$ cat src/design/cfifo_pkg.sv
`timescale 1ns / 1ps
// ---------------------------------------------------------------------------
// cfifo_pkg - shared types and constants of the circular FIFO block
// Holds the operation and status codes, the beat types of both channels,
// the stored entry format and the ring pointer helpers.
// ---------------------------------------------------------------------------
package cfifo_pkg;

   localparam int DEPTH   = 64;
   localparam int PTR_W   = (DEPTH > 1) ? $clog2(DEPTH) : 1;
   localparam int CNT_W   = $clog2(DEPTH + 1);
   localparam int WORD_W  = 32;
   localparam int FUNC_W  = 2;
   localparam int STAT_W  = 2;
   localparam int OUT_N_W = 7;

   typedef enum logic [FUNC_W-1:0] {
      FUNC_ENQ = 2'd0,
      FUNC_DEQ = 2'd1,
      FUNC_CLR = 2'd2
   } func_type;

   typedef enum logic [STAT_W-1:0] {
      STATUS_OK    = 2'd0,
      STATUS_FULL  = 2'd1,
      STATUS_EMPTY = 2'd2
   } status_type;

   // One request beat.
   typedef struct packed {
      logic [FUNC_W-1:0]        func;
      logic signed [WORD_W-1:0] push_value;
   } req_type;

   // One result beat.
   typedef struct packed {
      logic signed [WORD_W-1:0] pop_value;
      logic [STAT_W-1:0]        status;
      logic [OUT_N_W-1:0]       fill_count;
      logic signed [WORD_W-1:0] content_sum;
      logic [OUT_N_W-1:0]       run_total;
   } rsp_type;

   // Stored word plus a mark that it differs from the word enqueued before it.
   typedef struct packed {
      logic                     diff;
      logic signed [WORD_W-1:0] value;
   } entry_type;

   localparam int ENTRY_W = $bits(entry_type);

   function automatic logic [PTR_W-1:0] ptr_next(input logic [PTR_W-1:0] p);
      logic [PTR_W-1:0] r;
      if (p == PTR_W'(DEPTH - 1)) begin
         r = '0;
      end else begin
         r = p + 1'b1;
      end
      return r;
   endfunction

endpackage

$ cat src/design/circular_fifo_with_sum_and_runs_top.sv
`timescale 1ns / 1ps
// ---------------------------------------------------------------------------
// circular_fifo_with_sum_and_runs_top - circular FIFO with sum and run count
// Queue of signed 32-bit words with per-operation status, running sum and
// count of runs of equal adjacent words.
// ---------------------------------------------------------------------------
// Each request beat carries one operation (enqueue, dequeue or clear) and
// yields exactly one response beat, in order. A beat is registered on entry,
// applied to the queue once the response register is free or draining and
// presented from the response register. One operation per cycle is
// sustained while the response side keeps taking beats. That rate rests on
// the combinational update of the pointers, running sum and run count: the
// two oldest words live in registers and the third is read ahead from the
// single read port of the store, so no operation waits on the RAM. The block
// takes requests straight out of reset; the store needs no clearing pass,
// since only words that were written and are still held are ever used.
module circular_fifo_with_sum_and_runs_top (
   input  logic                                         clock,
   input  logic                                         reset,
   input  logic                                         req_valid,
   output logic                                         req_ready,
   input  logic [cfifo_pkg::FUNC_W-1:0]                 req_func,
   input  logic signed [cfifo_pkg::WORD_W-1:0]          req_push_value,
   output logic                                         rsp_valid,
   input  logic                                         rsp_ready,
   output logic signed [cfifo_pkg::WORD_W-1:0]          rsp_pop_value,
   output logic [cfifo_pkg::STAT_W-1:0]                 rsp_status,
   output logic [cfifo_pkg::OUT_N_W-1:0]                rsp_fill_count,
   output logic signed [cfifo_pkg::WORD_W-1:0]          rsp_content_sum,
   output logic [cfifo_pkg::OUT_N_W-1:0]                rsp_run_total
);
   import cfifo_pkg::*;

   // Request register: holds one beat until it is applied.
   logic    s_valid_ff, s_valid_in;
   req_type s_req_ff;
   // Response register: holds one result until the consumer takes it.
   logic    o_valid_ff, o_valid_in;
   rsp_type o_rsp_ff;
   rsp_type core_rsp;
   logic    fire;
   logic    req_take;

   // Apply the held beat whenever the response register is free or draining.
   assign fire      = s_valid_ff && (!o_valid_ff || rsp_ready);
   assign req_ready = !s_valid_ff || fire;
   assign req_take  = req_valid && req_ready;

   always_comb begin
      s_valid_in = s_valid_ff;
      if (req_take) begin
         s_valid_in = 1'b1;
      end else if (fire) begin
         s_valid_in = 1'b0;
      end
   end

   always_comb begin
      o_valid_in = o_valid_ff;
      if (fire) begin
         o_valid_in = 1'b1;
      end else if (rsp_ready) begin
         o_valid_in = 1'b0;
      end
   end

   always_ff @(posedge clock) begin
      if (reset) begin
         s_valid_ff <= 1'b0;
         o_valid_ff <= 1'b0;
      end else begin
         s_valid_ff <= s_valid_in;
         o_valid_ff <= o_valid_in;
      end
   end

   // Capture the incoming beat; hold the result until taken.
   always_ff @(posedge clock) begin
      if (req_take) begin
         s_req_ff <= '{func: req_func, push_value: req_push_value};
      end
      if (fire) begin
         o_rsp_ff <= core_rsp;
      end
   end

   cfifo_core u_core (
      .clock (clock),
      .reset (reset),
      .fire  (fire),
      .req   (s_req_ff),
      .rsp   (core_rsp)
   );

   assign rsp_valid       = o_valid_ff;
   assign rsp_pop_value   = o_rsp_ff.pop_value;
   assign rsp_status      = o_rsp_ff.status;
   assign rsp_fill_count  = o_rsp_ff.fill_count;
   assign rsp_content_sum = o_rsp_ff.content_sum;
   assign rsp_run_total   = o_rsp_ff.run_total;

   // A held request is never dropped: it either fires or stays.
   a_req_kept: assert property (@(posedge clock) disable iff (reset)
      (s_valid_ff && !fire) |=> s_valid_ff)
      else $error("held request beat lost");

   // A pending result is never overwritten before it is taken.
   a_rsp_kept: assert property (@(posedge clock) disable iff (reset)
      (o_valid_ff && !rsp_ready) |-> !fire)
      else $error("result overwritten while stalled");

   // Every applied beat produces a result in the next cycle.
   a_fire_result: assert property (@(posedge clock) disable iff (reset)
      fire |=> o_valid_ff)
      else $error("applied beat without result");

endmodule

$ cat src/design/cfifo_ram.sv
`timescale 1ns / 1ps
// ---------------------------------------------------------------------------
// cfifo_ram - generic single write, single read RAM
// One write port, one read port with registered read data. A read of the
// address written in the same cycle returns the new data.
// ---------------------------------------------------------------------------
module cfifo_ram #(
   parameter int DATA_W = 8,
   parameter int WORDS  = 16
) (
   input  logic                                   clock,
   input  logic                                   wr_en,
   input  logic [((WORDS > 1) ? $clog2(WORDS) : 1)-1:0] wr_addr,
   input  logic [DATA_W-1:0]                      wr_data,
   input  logic [((WORDS > 1) ? $clog2(WORDS) : 1)-1:0] rd_addr,
   output logic [DATA_W-1:0]                      rd_data
);

   logic [DATA_W-1:0] mem_ff [WORDS];
   logic [DATA_W-1:0] rd_data_ff;

   always_ff @(posedge clock) begin
      if (wr_en) begin
         mem_ff[wr_addr] <= wr_data;
      end
   end

   // Forward the write data on an address match.
   always_ff @(posedge clock) begin
      if (wr_en && (wr_addr == rd_addr)) begin
         rd_data_ff <= wr_data;
      end else begin
         rd_data_ff <= mem_ff[rd_addr];
      end
   end

   assign rd_data = rd_data_ff;

endmodule

$ cat src/design/cfifo_core.sv
`timescale 1ns / 1ps
// ---------------------------------------------------------------------------
// cfifo_core - ring store, pointers, running sum and run count
// Applies one operation per fire and forms its result. The two oldest
// entries sit in registers; the third is prefetched from the RAM.
// ---------------------------------------------------------------------------
module cfifo_core (
   input  logic              clock,
   input  logic              reset,
   input  logic              fire,
   input  cfifo_pkg::req_type req,
   output cfifo_pkg::rsp_type rsp
);
   import cfifo_pkg::*;

   logic [CNT_W-1:0]         count_ff, count_in;
   logic [PTR_W-1:0]         head_ff, head_in;
   logic [PTR_W-1:0]         tail_ff, tail_in;
   logic signed [WORD_W-1:0] sum_ff, sum_in;
   logic [CNT_W-1:0]         run_ff, run_in;
   logic signed [WORD_W-1:0] last_ff, last_in;
   logic signed [WORD_W-1:0] front0_ff, front0_in;
   entry_type                front1_ff, front1_in;

   logic                     wr_en;
   entry_type                wr_entry;
   entry_type                third_entry;
   logic [PTR_W-1:0]         head_sel;
   logic [PTR_W-1:0]         rd_addr;
   logic                     diff;
   logic signed [WORD_W-1:0] pop_value;
   logic [STAT_W-1:0]        status;

   always_comb begin
      count_in  = count_ff;
      head_in   = head_ff;
      tail_in   = tail_ff;
      sum_in    = sum_ff;
      run_in    = run_ff;
      last_in   = last_ff;
      front0_in = front0_ff;
      front1_in = front1_ff;
      wr_en     = 1'b0;
      pop_value = '0;
      status    = STATUS_OK;
      diff      = (last_ff != req.push_value);
      wr_entry  = '{diff: diff, value: req.push_value};
      unique case (req.func)
         FUNC_ENQ: begin
            if (count_ff == CNT_W'(DEPTH)) begin
               status = STATUS_FULL;
            end else begin
               wr_en    = 1'b1;
               tail_in  = ptr_next(tail_ff);
               count_in = count_ff + 1'b1;
               sum_in   = sum_ff + req.push_value;
               last_in  = req.push_value;
               if (count_ff == '0) begin
                  run_in    = CNT_W'(1);
                  front0_in = req.push_value;
               end else begin
                  run_in = run_ff + CNT_W'(diff);
               end
               if (count_ff == CNT_W'(1)) begin
                  front1_in = wr_entry;
               end
            end
         end
         FUNC_DEQ: begin
            if (count_ff == '0) begin
               status    = STATUS_EMPTY;
               pop_value = '1;
            end else begin
               pop_value = front0_ff;
               head_in   = ptr_next(head_ff);
               count_in  = count_ff - 1'b1;
               sum_in    = sum_ff - front0_ff;
               front0_in = front1_ff.value;
               front1_in = third_entry;
               if (count_ff == CNT_W'(1)) begin
                  run_in = '0;
               end else if (front1_ff.diff) begin
                  run_in = run_ff - 1'b1;
               end
            end
         end
         FUNC_CLR: begin
            head_in  = '0;
            tail_in  = '0;
            count_in = '0;
            sum_in   = '0;
            run_in   = '0;
         end
         default: begin
         end
      endcase
   end

   // Prefetch the entry two places past the head that holds after this edge.
   assign head_sel = fire ? head_in : head_ff;
   assign rd_addr  = ptr_next(ptr_next(head_sel));

   cfifo_ram #(
      .DATA_W (ENTRY_W),
      .WORDS  (DEPTH)
   ) u_store (
      .clock   (clock),
      .wr_en   (fire && wr_en),
      .wr_addr (tail_ff),
      .wr_data (wr_entry),
      .rd_addr (rd_addr),
      .rd_data (third_entry)
   );

   always_ff @(posedge clock) begin
      if (reset) begin
         count_ff <= '0;
         head_ff  <= '0;
         tail_ff  <= '0;
         sum_ff   <= '0;
         run_ff   <= '0;
      end else if (fire) begin
         count_ff <= count_in;
         head_ff  <= head_in;
         tail_ff  <= tail_in;
         sum_ff   <= sum_in;
         run_ff   <= run_in;
      end
   end

   always_ff @(posedge clock) begin
      if (fire) begin
         last_ff   <= last_in;
         front0_ff <= front0_in;
         front1_ff <= front1_in;
      end
   end

   assign rsp = '{
      pop_value:   pop_value,
      status:      status,
      fill_count:  OUT_N_W'(count_in),
      content_sum: sum_in,
      run_total:   OUT_N_W'(run_in)
   };

   a_count_bound: assert property (@(posedge clock) disable iff (reset)
      count_ff <= CNT_W'(DEPTH))
      else $error("entry count beyond depth");

   a_empty_clean: assert property (@(posedge clock) disable iff (reset)
      (count_ff == '0) |-> (run_ff == '0 && sum_ff == '0))
      else $error("empty queue with nonzero sum or run count");

   a_runs_bound: assert property (@(posedge clock) disable iff (reset)
      (count_ff != '0) |-> (run_ff != '0 && run_ff <= count_ff))
      else $error("run count out of range for held entries");

   a_tail_track: assert property (@(posedge clock) disable iff (reset)
      (fire && req.func == FUNC_ENQ && count_ff != CNT_W'(DEPTH))
      |=> (tail_ff != $past(tail_ff) || DEPTH == 1))
      else $error("tail did not advance on accepted enqueue");

endmodule

$ cat config.mk
export PLATFORM = sky130hd
export DESIGN_NAME = circular_fifo_with_sum_and_runs_top
export DESIGN_NICKNAME = d
export VERILOG_FILES = /design/src/design/cfifo_pkg.sv /design/src/design/circular_fifo_with_sum_and_runs_top.sv /design/src/design/cfifo_ram.sv /design/src/design/cfifo_core.sv
export SDC_FILE = /design/constraint.sdc
export NUM_CORES = 2
export LEC_CHECK = 0
export BUFFER_PORTS_ARGS = -buffer_cell sky130_fd_sc_hd__buf_2
export CAP_MARGIN = 25
export CORE_MARGIN = 2
export CORE_UTILIZATION = 55
export CTS_CLUSTER_DIAMETER = 30
export DETAILED_ROUTE_END_ITERATION = 10
export PLACE_DENSITY = 0.74
export SYNTH_ARGS = -nofsm -noshare
export SYNTH_HDL_FRONTEND = slang
export SYNTH_SLANG_ARGS = --single-unit
$ cat constraint.sdc
create_clock -name clock -period 5 [get_ports clock]
set_clock_uncertainty 0.1 [all_clocks]
set_input_delay 0.5 -clock clock [delete_from_list [all_inputs] [get_ports clock]]
set_output_delay 0.5 -clock clock [all_outputs]
set_load 0.005 [all_outputs]
==> results.py <==
metrics = {
    "worst_hold_path": {
        "hold_path_startpoint": "req_func[0]",
        "hold_path.class": "in -> reg",
    },
    "logic_synthesis": {
        "synth_ff_type": "edfxtp_1",
        "ys.warnings.count": 0,
        "synth_area_um2": 95700,
        "avgSynthCellArea_um2": 20.5,
        "seq_area_frac_synth": 0.743,
        "synthCells": 4660,
        "syn_nets": 4776,
        "synth_edf_count": 2323,
        "synth-seq-cells": 2389,
        "synth_cell_types": 92,
        "synthArstFlopShare": 0,
    },
    "power": {
        "ir_drop_mv": 0.406,
        "leakage_nw": 37.7,
        "p_per_area_nw_per_um2": 465,
    },
    "flow_run": {
        "cap_violations": 0,
    },
    "final_layout": {
        "final-instance-count-excl-fill": 7895,
        "area_growth_syn_to_layout_pct": 21.5,
        "finish.instance_area_um2": 116000,
        "finalNetCount": 5330,
        "fin_util": 0.670,
        "drive_gt1_frac": 0.330,
    },
    "placement": {
        "place_inst": 7065,
        "place_hpwl_um": 150000,
        "preCtsSetupSlack_ns": 1.33,
        "placed_area_um2": 101000,
        "gp_congestion": 0.984,
        "io_buffers": 119,
    },
    "clock_tree": {
        "clk_pin_slew_ns": 0.05,
        "cts_tree": "built",
        "cts-root-buf": "clkbuf_16",
        "cts-resized-gates": 0,
        "numCtsBuffers": 430,
        "post_cts_buffers": 0,
        "clockBufferDepth": 4,
        "clk_latency_ns": 0.96,
        "htreeDepth": 5,
        "cts.sinks": 2389,
    },
    "die": {
        "die_w_um": 421,
        "core_um2": 173000,
        "ios": 120,
        "placementRows": 153,
        "initial_core_util": 0.552,
        "dieArea_um2": 177000,
        "die_h_um": 421,
    },
    "timing": {
        "min_period_over_period": 0.761,
        "worst_pin_slew_ns": 1.05,
        "finalSetupViolCount": 0,
        "whs_ns": 0.165,
        "fmax_ghz": 0.263,
        "finalHoldViolations": 0,
        "rsz0062_at_grt": "no",
        "slew_viol_final": 0,
        "slew_headroom": 0.300,
        "fin_ws_ns": 1.19,
        "period_needed_ns": 3.81,
    },
    "global_route": {
        "grt_max_degree": 103,
        "grt_use_total": 0.321,
        "grt_pass1_vias": 54678,
        "grt-ovfl-total": 0,
        "grt_pass1_wl_um": 402000,
        "antenna_found_initial": 17,
    },
    "status": {
        "status": "finished, final reports clean",
    },
    "drt": {
        "drtAntennaViolNets": 0,
        "wl_per_cell_um": 36.0,
        "drt_iter0_markers": 8664,
        "drt_first_pass_iters": 8,
        "drc": 0,
        "vias": 53638,
        "routed_wl_um": 285000,
        "vias_per_cell": 6.79,
    },
    "critical_path": {
        "cp.arrival_ns": 4.40,
        "cp_max_fo": 73,
        "crit_type": "reg -> reg",
        "required_ns": 5.59,
        "worstSetupStartpointType": "flip-flop",
        "cp-end-kind": "flip-flop",
    },
}
critical path, cell delays in order, from the launching register on:
cell and delay (ns):
dfxtp_4 0.75, buf_12 0.57, mux4_2 0.60, mux4_2 0.52, mux2i_1 0.53, nand2_1 0.13, o211ai_1 0.14, o21ai_0 0.11
flip-flops by register name, indices dropped and copies added (netlist names), 32 cells and up, named ones only:
name / count
rsp_content_sum: 32
rsp_pop_value: 32
s_req_ff: 34
u_core.front0_ff: 32
u_core.front1_ff: 33
u_core.last_ff: 32
u_core.sum_ff: 32
u_core.u_store.mem_ff: 2112
timing repair:
| item | CTS | global route |
|---|---|---|
| hold endpoints to repair | 39 | 0 |
| setup endpoints to repair | 0 | 0 |
| hold buffers | 40 | 0 |
where the power goes:
group          internal (W)  switching [W]  total (W)
Clock                0.0195         0.0104     0.0299
Combinational      0.000703        0.00128    0.00199
Sequential           0.0221       0.000107     0.0222
Total                0.0423         0.0117     0.0541
synth_stat cells (31+ instances only):
library cell  count  share of area
xnor2_1          67         0.0061
nand2b_1         34         0.0022
inv_1            78         0.0031
clkbuf_1        153         0.0060
edfxtp_1       2323           0.73
ha_1             76         0.0099
buf_2            61         0.0032
a21boi_0         31         0.0024
nand2_1         236         0.0093
o21ai_0         103         0.0054
a21oi_1          95         0.0050
nand3_1          33         0.0017
dfxtp_1          66          0.014
mux4_2          679           0.16
nor2_1          162         0.0064
layer usage:
| layer | GRT usage | routed length, um | vias up | part of all wire |
|---|---|---|---|---|
| li1 | - | - | 20629 | - |
| met1 | 0.426 | 99300 | 27906 | 0.35 |
| met2 | 0.502 | 136000 | 4276 | 0.48 |
| met3 | 0.0864 | 35000 | 821 | 0.12 |
| met4 | 0.146 | 13700 | 6 | 0.048 |
| met5 | 0 | 40 | - | 0.00014 |
cells by family (layout without fill, tap and decap cells):
kind of cell,after synthesis,in the layout,synth area share
AOI/OAI and AO/OA,446,446,0.0313
xor gates and xnor gates,91,91,0.00841
adders and majority gates,78,78,0.0104
buffers and inverters,326,1231,0.0139
DFF,2389,2389,0.743
muxes,715,715,0.164
other,0,5,0
and+or+nand+nor,615,615,0.0296
area by class of cell:
type | instances | area [um^2]
antenna | 5 | 12.5
clock buffer | 476 | 11100
tap | 2325 | 2910
timing repair buffer | 368 | 3350
clock inverter | 307 | 3650
sequential | 2389 | 71100
fill | 10465 | 57200
multi-input combinational | 1945 | 23800
inverter | 80 | 303
metrics by stage:
stage / setup TNS (ns) / power, W
floorplan: -172.66 / 0.0237
global placement: 0 / 0.0244
detailed placement: 0 / 0.0245
CTS: 0 / 0.0542
global route: 0 / 0.0551
finish: 0 / 0.0541
worst paths after layout:
check / cells past startpoint / to / slack [ns]
worst max-delay path: 7 / u_core.front1_ff[8] / 1.19
worst min-delay path: 2 / s_req_ff[32] / 0.17
worst max register to register: 7 / u_core.front1_ff[8] / 1.19
worst min register to register: 2 / u_core.run_ff[6] / 0.37
placed cells by master (no fill, tap or decap), drive strengths merged, types with 14 or more instances in the layout:
cell         netlist  routed
clkinvlp           0      45
dlygate4sd3        0      40
a21boi            32      32
nand4             25      25
a22o              14      14
a21oi             98      98
xnor2             68      68
o21ai            107     107
o211ai            21      21
mux4             679     679
xor2              23      23
mux2i             19      19
clkinv             2     143
nand2            237     237
nor2             162     162
edfxtp          2323    2323
dfxtp             66      66
a21o              20      20
inv               78     133
clkbuf           153     476
o22ai             14      14
buf               93     328
a31oi             15      15
ha                76      76
o21a              16      16
bufinv             0      66
nor3              29      29
or3               23      23
mux2              17      17
nand2b            34      34
a22oi             16      16
nand3             34      34
(Power assumes the default switching activity.)
